<file path="src/rtl/core/kcv_pkg.sv">
// shared types, constants and helpers of the constant-velocity kalman filter
package kcv_pkg;

    localparam int NUM_AXES   = 3;
    localparam int STATE_W    = 32;
    localparam int TS_W       = 21;
    localparam int NOISE_W    = 37;
    localparam int CFG_DATA_W = 37;
    localparam int CFG_IDX_W  = 4;
    localparam int WORD_W     = 64;
    localparam int PC_W       = 5;

    // register indexes
    localparam logic [CFG_IDX_W-1:0] CFG_TIME_STEP     = 4'd0;
    localparam logic [CFG_IDX_W-1:0] CFG_QN_POSITION   = 4'd1;
    localparam logic [CFG_IDX_W-1:0] CFG_QN_HEADING    = 4'd2;
    localparam logic [CFG_IDX_W-1:0] CFG_QN_VELOCITY   = 4'd3;
    localparam logic [CFG_IDX_W-1:0] CFG_QN_TURN_RATE  = 4'd4;
    localparam logic [CFG_IDX_W-1:0] CFG_RN_POSITION   = 4'd5;
    localparam logic [CFG_IDX_W-1:0] CFG_RN_HEADING    = 4'd6;
    localparam logic [CFG_IDX_W-1:0] CFG_INIT_VARIANCE = 4'd7;

    // register reset values
    localparam logic [TS_W-1:0]    TIME_STEP_RESET = 21'd17511;
    localparam logic [NOISE_W-1:0] QN_POS_RESET    = 37'd4294967;
    localparam logic [NOISE_W-1:0] QN_HEAD_RESET   = 37'd429497;
    localparam logic [NOISE_W-1:0] QN_VEL_RESET    = 37'd4294967;
    localparam logic [NOISE_W-1:0] QN_TURN_RESET   = 37'd42950;
    localparam logic [NOISE_W-1:0] RN_POS_RESET    = 37'd1717987;
    localparam logic [NOISE_W-1:0] RN_HEAD_RESET   = 37'd429497;
    localparam logic [NOISE_W-1:0] INIT_VAR_RESET  = 37'd4294967296;

    localparam logic signed [WORD_W-1:0] WORD_MAX = {1'b0, {(WORD_W-1){1'b1}}};
    localparam logic signed [WORD_W-1:0] WORD_MIN = {1'b1, {(WORD_W-1){1'b0}}};
    localparam logic signed [WORD_W-1:0] GAIN_ONE = 64'sd4294967296;

    typedef enum logic [2:0] {
        K_MAC, K_ADD, K_NEG, K_DIV, K_BR, K_END
    } t_kind;

    typedef enum logic [1:0] {
        SAT_NONE, SAT_32, SAT_COV
    } t_satm;

    typedef enum logic [5:0] {
        OPD_ZERO, OPD_ONE, OPD_DT, OPD_QP, OPD_QV, OPD_R,
        OPD_POS, OPD_VEL, OPD_Z,
        OPD_P0, OPD_P1, OPD_P2,
        OPD_PP, OPD_P01, OPD_P00, OPD_P11, OPD_S,
        OPD_K0, OPD_K1, OPD_INNOV, OPD_T, OPD_GA, OPD_GB,
        OPD_M0, OPD_M1, OPD_M2, OPD_M3,
        OPD_N00, OPD_N01, OPD_N11, OPD_KR0, OPD_KR1,
        OPD_EP, OPD_EV
    } t_opnd;

    typedef struct packed {
        t_kind kind;
        t_opnd dst;
        t_opnd a;
        t_opnd b;
        t_opnd c;
        logic  sh32;
        t_satm satm;
    } t_uop;

    typedef struct packed {
        logic [TS_W-1:0]    dt;
        logic [NOISE_W-1:0] qp;
        logic [NOISE_W-1:0] qv;
        logic [NOISE_W-1:0] r;
    } t_lane_cfg;

    typedef struct packed {
        logic                      idle;
        logic                      done;
        logic signed [STATE_W-1:0] est_pos;
        logic signed [STATE_W-1:0] est_vel;
        logic                      clip;
    } t_lane_stat;

    function automatic logic [WORD_W-1:0] kcv_mag(input logic signed [WORD_W-1:0] a);
        kcv_mag = a[WORD_W-1] ? (~a + 64'd1) : a;
    endfunction

    function automatic t_uop mk(input t_kind k, input t_opnd d, input t_opnd a,
                                input t_opnd b, input t_opnd c, input logic s32,
                                input t_satm s);
        t_uop u;
        u.kind = k;
        u.dst  = d;
        u.a    = a;
        u.b    = b;
        u.c    = c;
        u.sh32 = s32;
        u.satm = s;
        mk = u;
    endfunction

    // per-axis filter program
    function automatic t_uop kcv_uop(input logic [PC_W-1:0] pc);
        case (pc)
            5'd0:  kcv_uop = mk(K_MAC, OPD_PP,    OPD_DT,  OPD_VEL,  OPD_POS,  1'b0, SAT_32);
            5'd1:  kcv_uop = mk(K_MAC, OPD_P01,   OPD_DT,  OPD_P2,   OPD_P1,   1'b0, SAT_COV);
            5'd2:  kcv_uop = mk(K_ADD, OPD_T,     OPD_P1,  OPD_ZERO, OPD_P01,  1'b0, SAT_NONE);
            5'd3:  kcv_uop = mk(K_MAC, OPD_T,     OPD_DT,  OPD_T,    OPD_P0,   1'b0, SAT_NONE);
            5'd4:  kcv_uop = mk(K_ADD, OPD_P00,   OPD_T,   OPD_ZERO, OPD_QP,   1'b0, SAT_COV);
            5'd5:  kcv_uop = mk(K_ADD, OPD_P11,   OPD_P2,  OPD_ZERO, OPD_QV,   1'b0, SAT_COV);
            5'd6:  kcv_uop = mk(K_ADD, OPD_S,     OPD_P00, OPD_ZERO, OPD_R,    1'b0, SAT_COV);
            5'd7:  kcv_uop = mk(K_BR,  OPD_ZERO,  OPD_S,   OPD_ZERO, OPD_ZERO, 1'b0, SAT_NONE);
            5'd8:  kcv_uop = mk(K_DIV, OPD_K0,    OPD_P00, OPD_S,    OPD_ZERO, 1'b0, SAT_NONE);
            5'd9:  kcv_uop = mk(K_DIV, OPD_K1,    OPD_P01, OPD_S,    OPD_ZERO, 1'b0, SAT_NONE);
            5'd10: kcv_uop = mk(K_NEG, OPD_T,     OPD_PP,  OPD_ZERO, OPD_ZERO, 1'b0, SAT_NONE);
            5'd11: kcv_uop = mk(K_ADD, OPD_INNOV, OPD_Z,   OPD_ZERO, OPD_T,    1'b0, SAT_NONE);
            5'd12: kcv_uop = mk(K_MAC, OPD_EP,    OPD_K0,  OPD_INNOV, OPD_PP,  1'b1, SAT_32);
            5'd13: kcv_uop = mk(K_MAC, OPD_EV,    OPD_K1,  OPD_INNOV, OPD_VEL, 1'b1, SAT_32);
            5'd14: kcv_uop = mk(K_NEG, OPD_T,     OPD_K0,  OPD_ZERO, OPD_ZERO, 1'b0, SAT_NONE);
            5'd15: kcv_uop = mk(K_ADD, OPD_GA,    OPD_ONE, OPD_ZERO, OPD_T,    1'b0, SAT_NONE);
            5'd16: kcv_uop = mk(K_NEG, OPD_GB,    OPD_K1,  OPD_ZERO, OPD_ZERO, 1'b0, SAT_NONE);
            5'd17: kcv_uop = mk(K_MAC, OPD_M0,    OPD_GA,  OPD_P00,  OPD_ZERO, 1'b1, SAT_NONE);
            5'd18: kcv_uop = mk(K_MAC, OPD_M1,    OPD_GA,  OPD_P01,  OPD_ZERO, 1'b1, SAT_NONE);
            5'd19: kcv_uop = mk(K_MAC, OPD_M2,    OPD_GB,  OPD_P00,  OPD_P01,  1'b1, SAT_NONE);
            5'd20: kcv_uop = mk(K_MAC, OPD_M3,    OPD_GB,  OPD_P01,  OPD_P11,  1'b1, SAT_NONE);
            5'd21: kcv_uop = mk(K_MAC, OPD_N00,   OPD_GA,  OPD_M0,   OPD_ZERO, 1'b1, SAT_NONE);
            5'd22: kcv_uop = mk(K_MAC, OPD_N01,   OPD_GB,  OPD_M0,   OPD_M1,   1'b1, SAT_NONE);
            5'd23: kcv_uop = mk(K_MAC, OPD_N11,   OPD_GB,  OPD_M2,   OPD_M3,   1'b1, SAT_NONE);
            5'd24: kcv_uop = mk(K_MAC, OPD_KR0,   OPD_K0,  OPD_R,    OPD_ZERO, 1'b1, SAT_NONE);
            5'd25: kcv_uop = mk(K_MAC, OPD_KR1,   OPD_K1,  OPD_R,    OPD_ZERO, 1'b1, SAT_NONE);
            5'd26: kcv_uop = mk(K_MAC, OPD_P0,    OPD_K0,  OPD_KR0,  OPD_N00,  1'b1, SAT_COV);
            5'd27: kcv_uop = mk(K_MAC, OPD_P1,    OPD_K1,  OPD_KR0,  OPD_N01,  1'b1, SAT_COV);
            5'd28: kcv_uop = mk(K_MAC, OPD_P2,    OPD_K1,  OPD_KR1,  OPD_N11,  1'b1, SAT_COV);
            default: kcv_uop = mk(K_END, OPD_ZERO, OPD_ZERO, OPD_ZERO, OPD_ZERO, 1'b0, SAT_NONE);
        endcase
    endfunction

endpackage

</file>
<file path="src/rtl/core/kcv_out_if.sv">
// result channel: corrected state and saturation flag
interface kcv_out_if import kcv_pkg::*; ();
    logic                      valid;
    logic                      ready;
    logic signed [STATE_W-1:0] est_x;
    logic signed [STATE_W-1:0] est_y;
    logic signed [STATE_W-1:0] est_heading;
    logic signed [STATE_W-1:0] est_vx;
    logic signed [STATE_W-1:0] est_vy;
    logic signed [STATE_W-1:0] est_turn_rate;
    logic                      saturated;

    modport source (output valid, est_x, est_y, est_heading, est_vx, est_vy,
                    est_turn_rate, saturated, input ready);
    modport sink (input valid, est_x, est_y, est_heading, est_vx, est_vy,
                  est_turn_rate, saturated, output ready);
endinterface

</file>
<file path="src/rtl/core/kcv_merge.sv">
// merges the three lane results into the output register
module kcv_merge import kcv_pkg::*; (
    input  logic       i_clk,
    input  logic       i_rst_n,
    input  t_lane_stat i_stat [NUM_AXES],
    output logic       o_take,
    kcv_out_if.source  o_out
);
    logic r_valid;
    logic signed [STATE_W-1:0] r_x, r_y, r_h, r_vx, r_vy, r_vh;
    logic r_sat;
    logic all_done;

    assign all_done = i_stat[0].done & i_stat[1].done & i_stat[2].done;
    assign o_take   = all_done & (~r_valid | o_out.ready);

    always_ff @(posedge i_clk) begin
        if (!i_rst_n) begin
            r_valid <= 1'b0;
        end else begin
            if (o_take) begin
                r_valid <= 1'b1;
                r_x     <= i_stat[0].est_pos;
                r_y     <= i_stat[1].est_pos;
                r_h     <= i_stat[2].est_pos;
                r_vx    <= i_stat[0].est_vel;
                r_vy    <= i_stat[1].est_vel;
                r_vh    <= i_stat[2].est_vel;
                r_sat   <= i_stat[0].clip | i_stat[1].clip | i_stat[2].clip;
            end else if (o_out.ready) begin
                r_valid <= 1'b0;
            end
        end
    end

    assign o_out.valid         = r_valid;
    assign o_out.est_x         = r_x;
    assign o_out.est_y         = r_y;
    assign o_out.est_heading   = r_h;
    assign o_out.est_vx        = r_vx;
    assign o_out.est_vy        = r_vy;
    assign o_out.est_turn_rate = r_vh;
    assign o_out.saturated     = r_sat;
endmodule
</file>
<file path="src/flat_wrapper.sv">
// flat-port wrapper written by rule: the top's interface ports become plain ports
module kcv_merge_flat import kcv_pkg::*;
  (i_clk, i_rst_n, i_stat, o_take, o_out_valid, o_out_est_x, o_out_est_y, o_out_est_heading, o_out_est_vx, o_out_est_vy, o_out_est_turn_rate, o_out_saturated, o_out_ready);
  kcv_out_if o_out_i ();
  input  logic i_clk;
  input  logic i_rst_n;
  input  t_lane_stat i_stat[NUM_AXES];
  output logic o_take;
  output wire logic [$bits(o_out_i.valid)-1:0] o_out_valid;
  output wire logic [$bits(o_out_i.est_x)-1:0] o_out_est_x;
  output wire logic [$bits(o_out_i.est_y)-1:0] o_out_est_y;
  output wire logic [$bits(o_out_i.est_heading)-1:0] o_out_est_heading;
  output wire logic [$bits(o_out_i.est_vx)-1:0] o_out_est_vx;
  output wire logic [$bits(o_out_i.est_vy)-1:0] o_out_est_vy;
  output wire logic [$bits(o_out_i.est_turn_rate)-1:0] o_out_est_turn_rate;
  output wire logic [$bits(o_out_i.saturated)-1:0] o_out_saturated;
  input wire logic [$bits(o_out_i.ready)-1:0] o_out_ready;
  assign o_out_valid = o_out_i.valid;
  assign o_out_est_x = o_out_i.est_x;
  assign o_out_est_y = o_out_i.est_y;
  assign o_out_est_heading = o_out_i.est_heading;
  assign o_out_est_vx = o_out_i.est_vx;
  assign o_out_est_vy = o_out_i.est_vy;
  assign o_out_est_turn_rate = o_out_i.est_turn_rate;
  assign o_out_saturated = o_out_i.saturated;
  assign o_out_i.ready = o_out_ready;
  kcv_merge u_core (.i_clk(i_clk), .i_rst_n(i_rst_n), .i_stat(i_stat), .o_take(o_take), .o_out(o_out_i));
endmodule
</file>
<file path="config.mk">
export PLATFORM = sky130hd
export DESIGN_NAME = kcv_merge_flat
export DESIGN_NICKNAME = d
export VERILOG_FILES = /design/src/rtl/core/kcv_pkg.sv /design/src/rtl/core/kcv_out_if.sv /design/src/rtl/core/kcv_merge.sv /design/src/flat_wrapper.sv
export SDC_FILE = /design/constraint.sdc
export NUM_CORES = 1
export LEC_CHECK = 0
export ABC_AREA = 1
export BUFFER_PORTS_ARGS = -buffer_cell sky130_fd_sc_hd__buf_2
export CAP_MARGIN = 20
export CORE_AREA = 2 2 154 156
export DETAILED_ROUTE_END_ITERATION = 16
export DIE_AREA = 0 0 156 158
export GPL_ROUTABILITY_DRIVEN = 0
export HOLD_SLACK_MARGIN = 0.12
export SLEW_MARGIN = 5
export SYNTH_ARGS = -nofsm -noshare
export SYNTH_HDL_FRONTEND = slang
export SYNTH_SLANG_ARGS = --single-unit
</file>
<file path="constraint.sdc">
create_clock -name i_clk -period 6.8 [get_ports i_clk]
set_clock_uncertainty 0.05 [all_clocks]
set_input_delay 0.68 -clock i_clk [delete_from_list [all_inputs] [get_ports i_clk]]
set_output_delay 0.68 -clock i_clk [all_outputs]
set_load 0.01 [all_outputs]
</file>
* Yosys cells after proc, flatten, opt, wreduce, memory -nomap -nowiden
Cells that the tools add are included.
** Storage, ports and cells
- Memory bits (read-only) :: 0
- Output and inout bits :: 195
- Memories kept :: 0
- Register bits :: 194
- Logic and storage cells :: 19
- Bits in latches :: 0
- RAM bits :: 0
** Operators by class
- Order comparisons :: 0
- Bitwise gates (word level) :: 7
- Eq/ne operators :: 0
- Shifts and indexed selects :: 0
- Divide/modulo/power cells :: 0
- $add $sub $neg :: 0
- Reductions and logical operators :: 2
- Multipliers :: 0
- Multiplexer cells :: 2
** Operator list (count)
- 1-bit AND :: 3
- 1-bit OR :: 3
- 1-bit two-way mux :: 2
- 2-bit AND reduction :: 1
- 2-bit nonzero test :: 1
- 1-bit NOT :: 1

* Logic depth before layout (Yosys ltp)
- Word-level depth :: 4
- Depth in mapped cells :: 4
- Mapped depth without buffers :: 4

* Worst setup path after synthesis
Ideal clock, no wire load.
- Kind :: in2reg
- Start point :: input i_stat[132] (netlist name)
- End point :: register u_core.r_h[0], in the netlist u_core.o_out.est_heading[0] (enable)
- Path slack :: 407 ps
- Arrival time :: 5749 ps
- Cell stages on the path :: 4
- Path buffers :: 0
- Library setup time :: 594 ps
- Path through :: nand2_1 > nor2_1 > nand2_1 > nor2_2
** Between the ends
- Cells in the longest elaborated chain, start to end :: 4
** Ends and longest elaborated chain
- start, declared :: RTL line flat_wrapper.sv:7 : input t_lane_stat i_stat[NUM_AXES];
- 1-bit AND (2 in a row) :: RTL line kcv_merge.sv:14 : assign all_done = i_stat[0].done & i_stat[1].done & i_stat[2].done;
- 1-bit AND :: RTL line kcv_merge.sv:15 : assign o_take = all_done & (~r_valid | o_out.ready);
- 2-bit AND reduction (no line)
- end signal, assigned :: RTL line kcv_merge.sv:25 : r_h <= i_stat[2].est_pos;
- end, declared :: RTL line kcv_merge.sv:10 : logic signed [STATE_W-1:0] r_x, r_y, r_h, r_vx, r_vy, r_vh;
Every way passes these cells.
A chain may end at the register's enable or synchronous reset.

* Final worst setup path
- Start point :: input i_stat[199] (netlist name)
- End point :: register u_core.r_vx[21], in the netlist u_core.o_out.est_vx[21] (enable)
** Between the ends
- Cells in the longest elaborated chain, start to end :: 4
** Ends and longest elaborated chain
- 1-bit AND (2 in a row) :: RTL line kcv_merge.sv:14
- 1-bit AND :: RTL line kcv_merge.sv:15
- 2-bit AND reduction (no line)
- end signal, assigned :: RTL line kcv_merge.sv:26 : r_vx <= i_stat[0].est_vel;
- end, declared :: RTL line kcv_merge.sv:10
Every way passes these cells.

==> key figures <==
Run status
  – Status: finished, final reports clean

Synth
  – Yosys warns: 0
  – Post-synth top area share: ~99%
  – Mapped cell area: 5870 µm²
  – #FFs+latches synth: between 150 and 200
  – Syn_nets: 412
  – Cells after synthesis: roughly 210
  – Post-Synth Adder-Cell Area: 0%
  – Largest family of logic cells by synthesized area: simple AND/OR/NAND/NOR gates
  – Largest cells by area after synthesis: edfxtp_1, dfxtp_1, inv_1
  – Synth Area per Inst: 28.2 µm²
  – Area leader, netlist: edfxtp_1
  – Distinct cells, synth: 8
  – Synth Area in Compound Gates: less than 1%
  – Simple-gate share of the synthesized area: 0.575%
  – Proportion of synthesized area in mux cells: 0%
  – XOR/XNOR Fraction of Synth Area: 0%
  – Sequential cell area fraction in the yosys report: between 90% and 100%

Setup path
  – Slowest stage delay, CP: just over 0.6 ns
  – WP data required: approximately 6.8 ns
  – Reg2reg end: u_core.o_out.est_vx[21]
  – Critical Path AT: 2.04 ns
  – Top delay family on crit path: buffers and inverters
  – Crit path buffers/inverters: 3
  – CP Capture Type: register
  – Reg-to-Reg Start: u_core.o_out.valid
  – R2r setup slk: slightly below 5 ns
  – Critical path cell sequence: buf_2 > inv_1 > nor2_1 > nand2_1 > nor2_4 > buf_12
  – Crit path kind: in2reg
  – Reg2Reg Depth: 4
  – Worst Setup SP: i_stat[199]
  – Crit-path max FO: a little under 200
  – Critical path startpoint category: input port
  – Critical path's slowest cell: buf_12

Final layout
  – Share of layout cells above drive strength 1: 67.0%
  – Area delta synth->final: 49.7%
  – Final net count: slightly above 800

Clock network
  – Htree depth: 4
  – Worst-skew pair later-pin latency: between 0.4 and 0.5 ns
  – Post-cts hold buffer count: 0
  – Root Buffer: clkbuf_16
  – # clock sinks: 194
  – Worst-path clk slew: ~0.08 ns
  – CTS tree: yes
  – PostCTS Resize Cnt: 0
  – CTS Buffer Depth: 2
  – Post CTS Setup Buffer Count: 0
  – CTS buffer count: 17

Timing
  – Hold Slack: about 0.38 ns
  – Relative slew margins: 24.0%
  – Final Slew Violations: 0
  – Fmax: 486 MHz
  – Final Hold Viols: 0
  – Slew @ Worst Pin: 1.14 ns
  – Setup violations, final: 0
  – Final worst-path cycle share: 30.2%
  – Setup ws final: roughly 4.7 ns
  – Min cycle time layout: about 2.1 ns
  – Final TNS setup: 0 ns
  – Unrepaired setup endpoints after global routing: no

Power
  – Pleak: between 3 and 4 nW
  – PwrDens: roughly 270 nW/µm²
  – Peak supply drop: ~0.13 mV

Route
  – Post-DR wirelength/cell: 16.4 µm
  – Total routed wirelength: around 15000 µm
  – Detailed Route Iter0 Violations: 160
  – DRC: 0
  – Via count: around 3600
  – Drt first pass iters: 4
  – Post-route ant nets: 0
  – Drt via density: about 3.9

Placed design
  – Detailed placer's ending HPWL: around 11000 µm
  – Post-place setup slack: 4.37 ns
  – PortBufs: roughly 400

Worst hold path
  – Hold Crit Class: in2reg
  – Beginning of the worst hold path: i_stat[107]
  – Worst Hold Endpoint: u_core.o_out.est_y[7]
  – Hold Path Cell Cnt: 1

Global routing
  – Largest net degree at the start of global routing: about 190
  – Antenna violations before repair: 4
  – Overflow after GRT: 0
  – Total GRT Usage: a little under an eighth
  – Vias in the first global route: between 3000 and 4000
  – First-pass GRT wire length: 20800 µm

Floorplanning
  – Std-Cell Rows: 56
  – I/O pin count: ~400
  – Die area: roughly 25000 µm²
  – Die height: about 160 µm
  – Core region area: roughly 23000 µm²
  – Starting Density: between 20% and 30%
  – Chip width: between 150 and 200 µm

Run
  – # Max-Cap Violations: 0
[logic make-up after synthesis]
| family | Yosys count |
|---|---|
| buf+inv | 5 |
| compound gates | 1 |
| simple gates | 8 |
| flops | 194 |
[registers in the layout, summed over array words and instances (netlist names)]
signal and cells:
u_core.o_out.est_vy 32, u_core.o_out.est_turn_rate 32, u_core.o_out.est_heading 32, u_core.o_out.est_y 32, u_core.o_out.valid 1, u_core.o_out.est_x 32
u_core.o_out.est_vx 32, u_core.o_out.saturated 1
[final cells by class]
class | instances | area, µm²
Fill cell | 2177 | 14300
Sequential cell | 194 | 5820
Timing Repair Buffer | 396 | 2000
Clock buffer | 18 | 429
Tap cell | 290 | 363
Clock inverter | 14 | 121
Multi-Input combinational cell | 9 | 43.8
Inverter | 5 | 18.8
Antenna cell | 1 | 2.50
[report_power, final]
part	switching [W]	leakage, nW	internal, W	total (W)
clock	0.000464	0.268	0.000482	0.000945
sequential	0.00000460	1.76	0.00134	0.00134
combinational	0.0000476	1.61	0.0000533	0.000101
total	0.000516	3.64	0.00187	0.00239
[metal layers]
metal	track usage, %	vias to the layer above	wire length, µm
met4	4.33	6	173
met3	5.80	14	1670
li1	-	1662	-
met5	0	-	41
met2	20.6	228	7910
met1	12.0	1662	5400
[metrics by stage]
step	util [%]	std cells	power [W]	instance area [µm²]
floorplan	-	208	0.00140	5870
global placement	35.7	894	0.00147	8240
detailed placement	35.7	894	0.00148	8240
CTS	38.1	926	0.00243	8790
global route	38.1	926	0.00248	8790
finish	38.1	927	0.00239	8790
[layout by cell type (no fill, tap or decap), types with 2 or more instances in the layout]
cell       netlist  final
inv_8            0      4
buf_2            0    395
clkinv_4         0      5
nand2_1          4      4
clkbuf_16        0     17
edfxtp_1       193    193
inv_1            5      5
nor2_1           2      2
inv_6            0      2
clkinv_1         0      2
[cells in the mapped netlist]
library cell,n
nor2_1,2
dfxtp_1,1
inv_1,5
nor2_2,1
edfxtp_1,193
nand2_1,4
a21oi_1,1
nand3_1,1
[worst max-delay path by stage]
| stage | to | slack (ns) | cells after the start |
|---|---|---|---|
| 2_1_floorplan | u_core.o_out.est_heading[0] | 0.41 | 4 |
| 3_3_place_gp | u_core.o_out.est_y[10] | 4.43 | 6 |
| 3_5_place_dp | u_core.o_out.est_x[24] | 4.37 | 6 |
| 4_1_cts | o_take | 4.79 | 6 |
| 5_1_grt | u_core.o_out.est_y[17] | 4.72 | 6 |
| 6_report | u_core.o_out.est_vx[21] | 4.74 | 6 |
(Power assumes the default switching activity.)
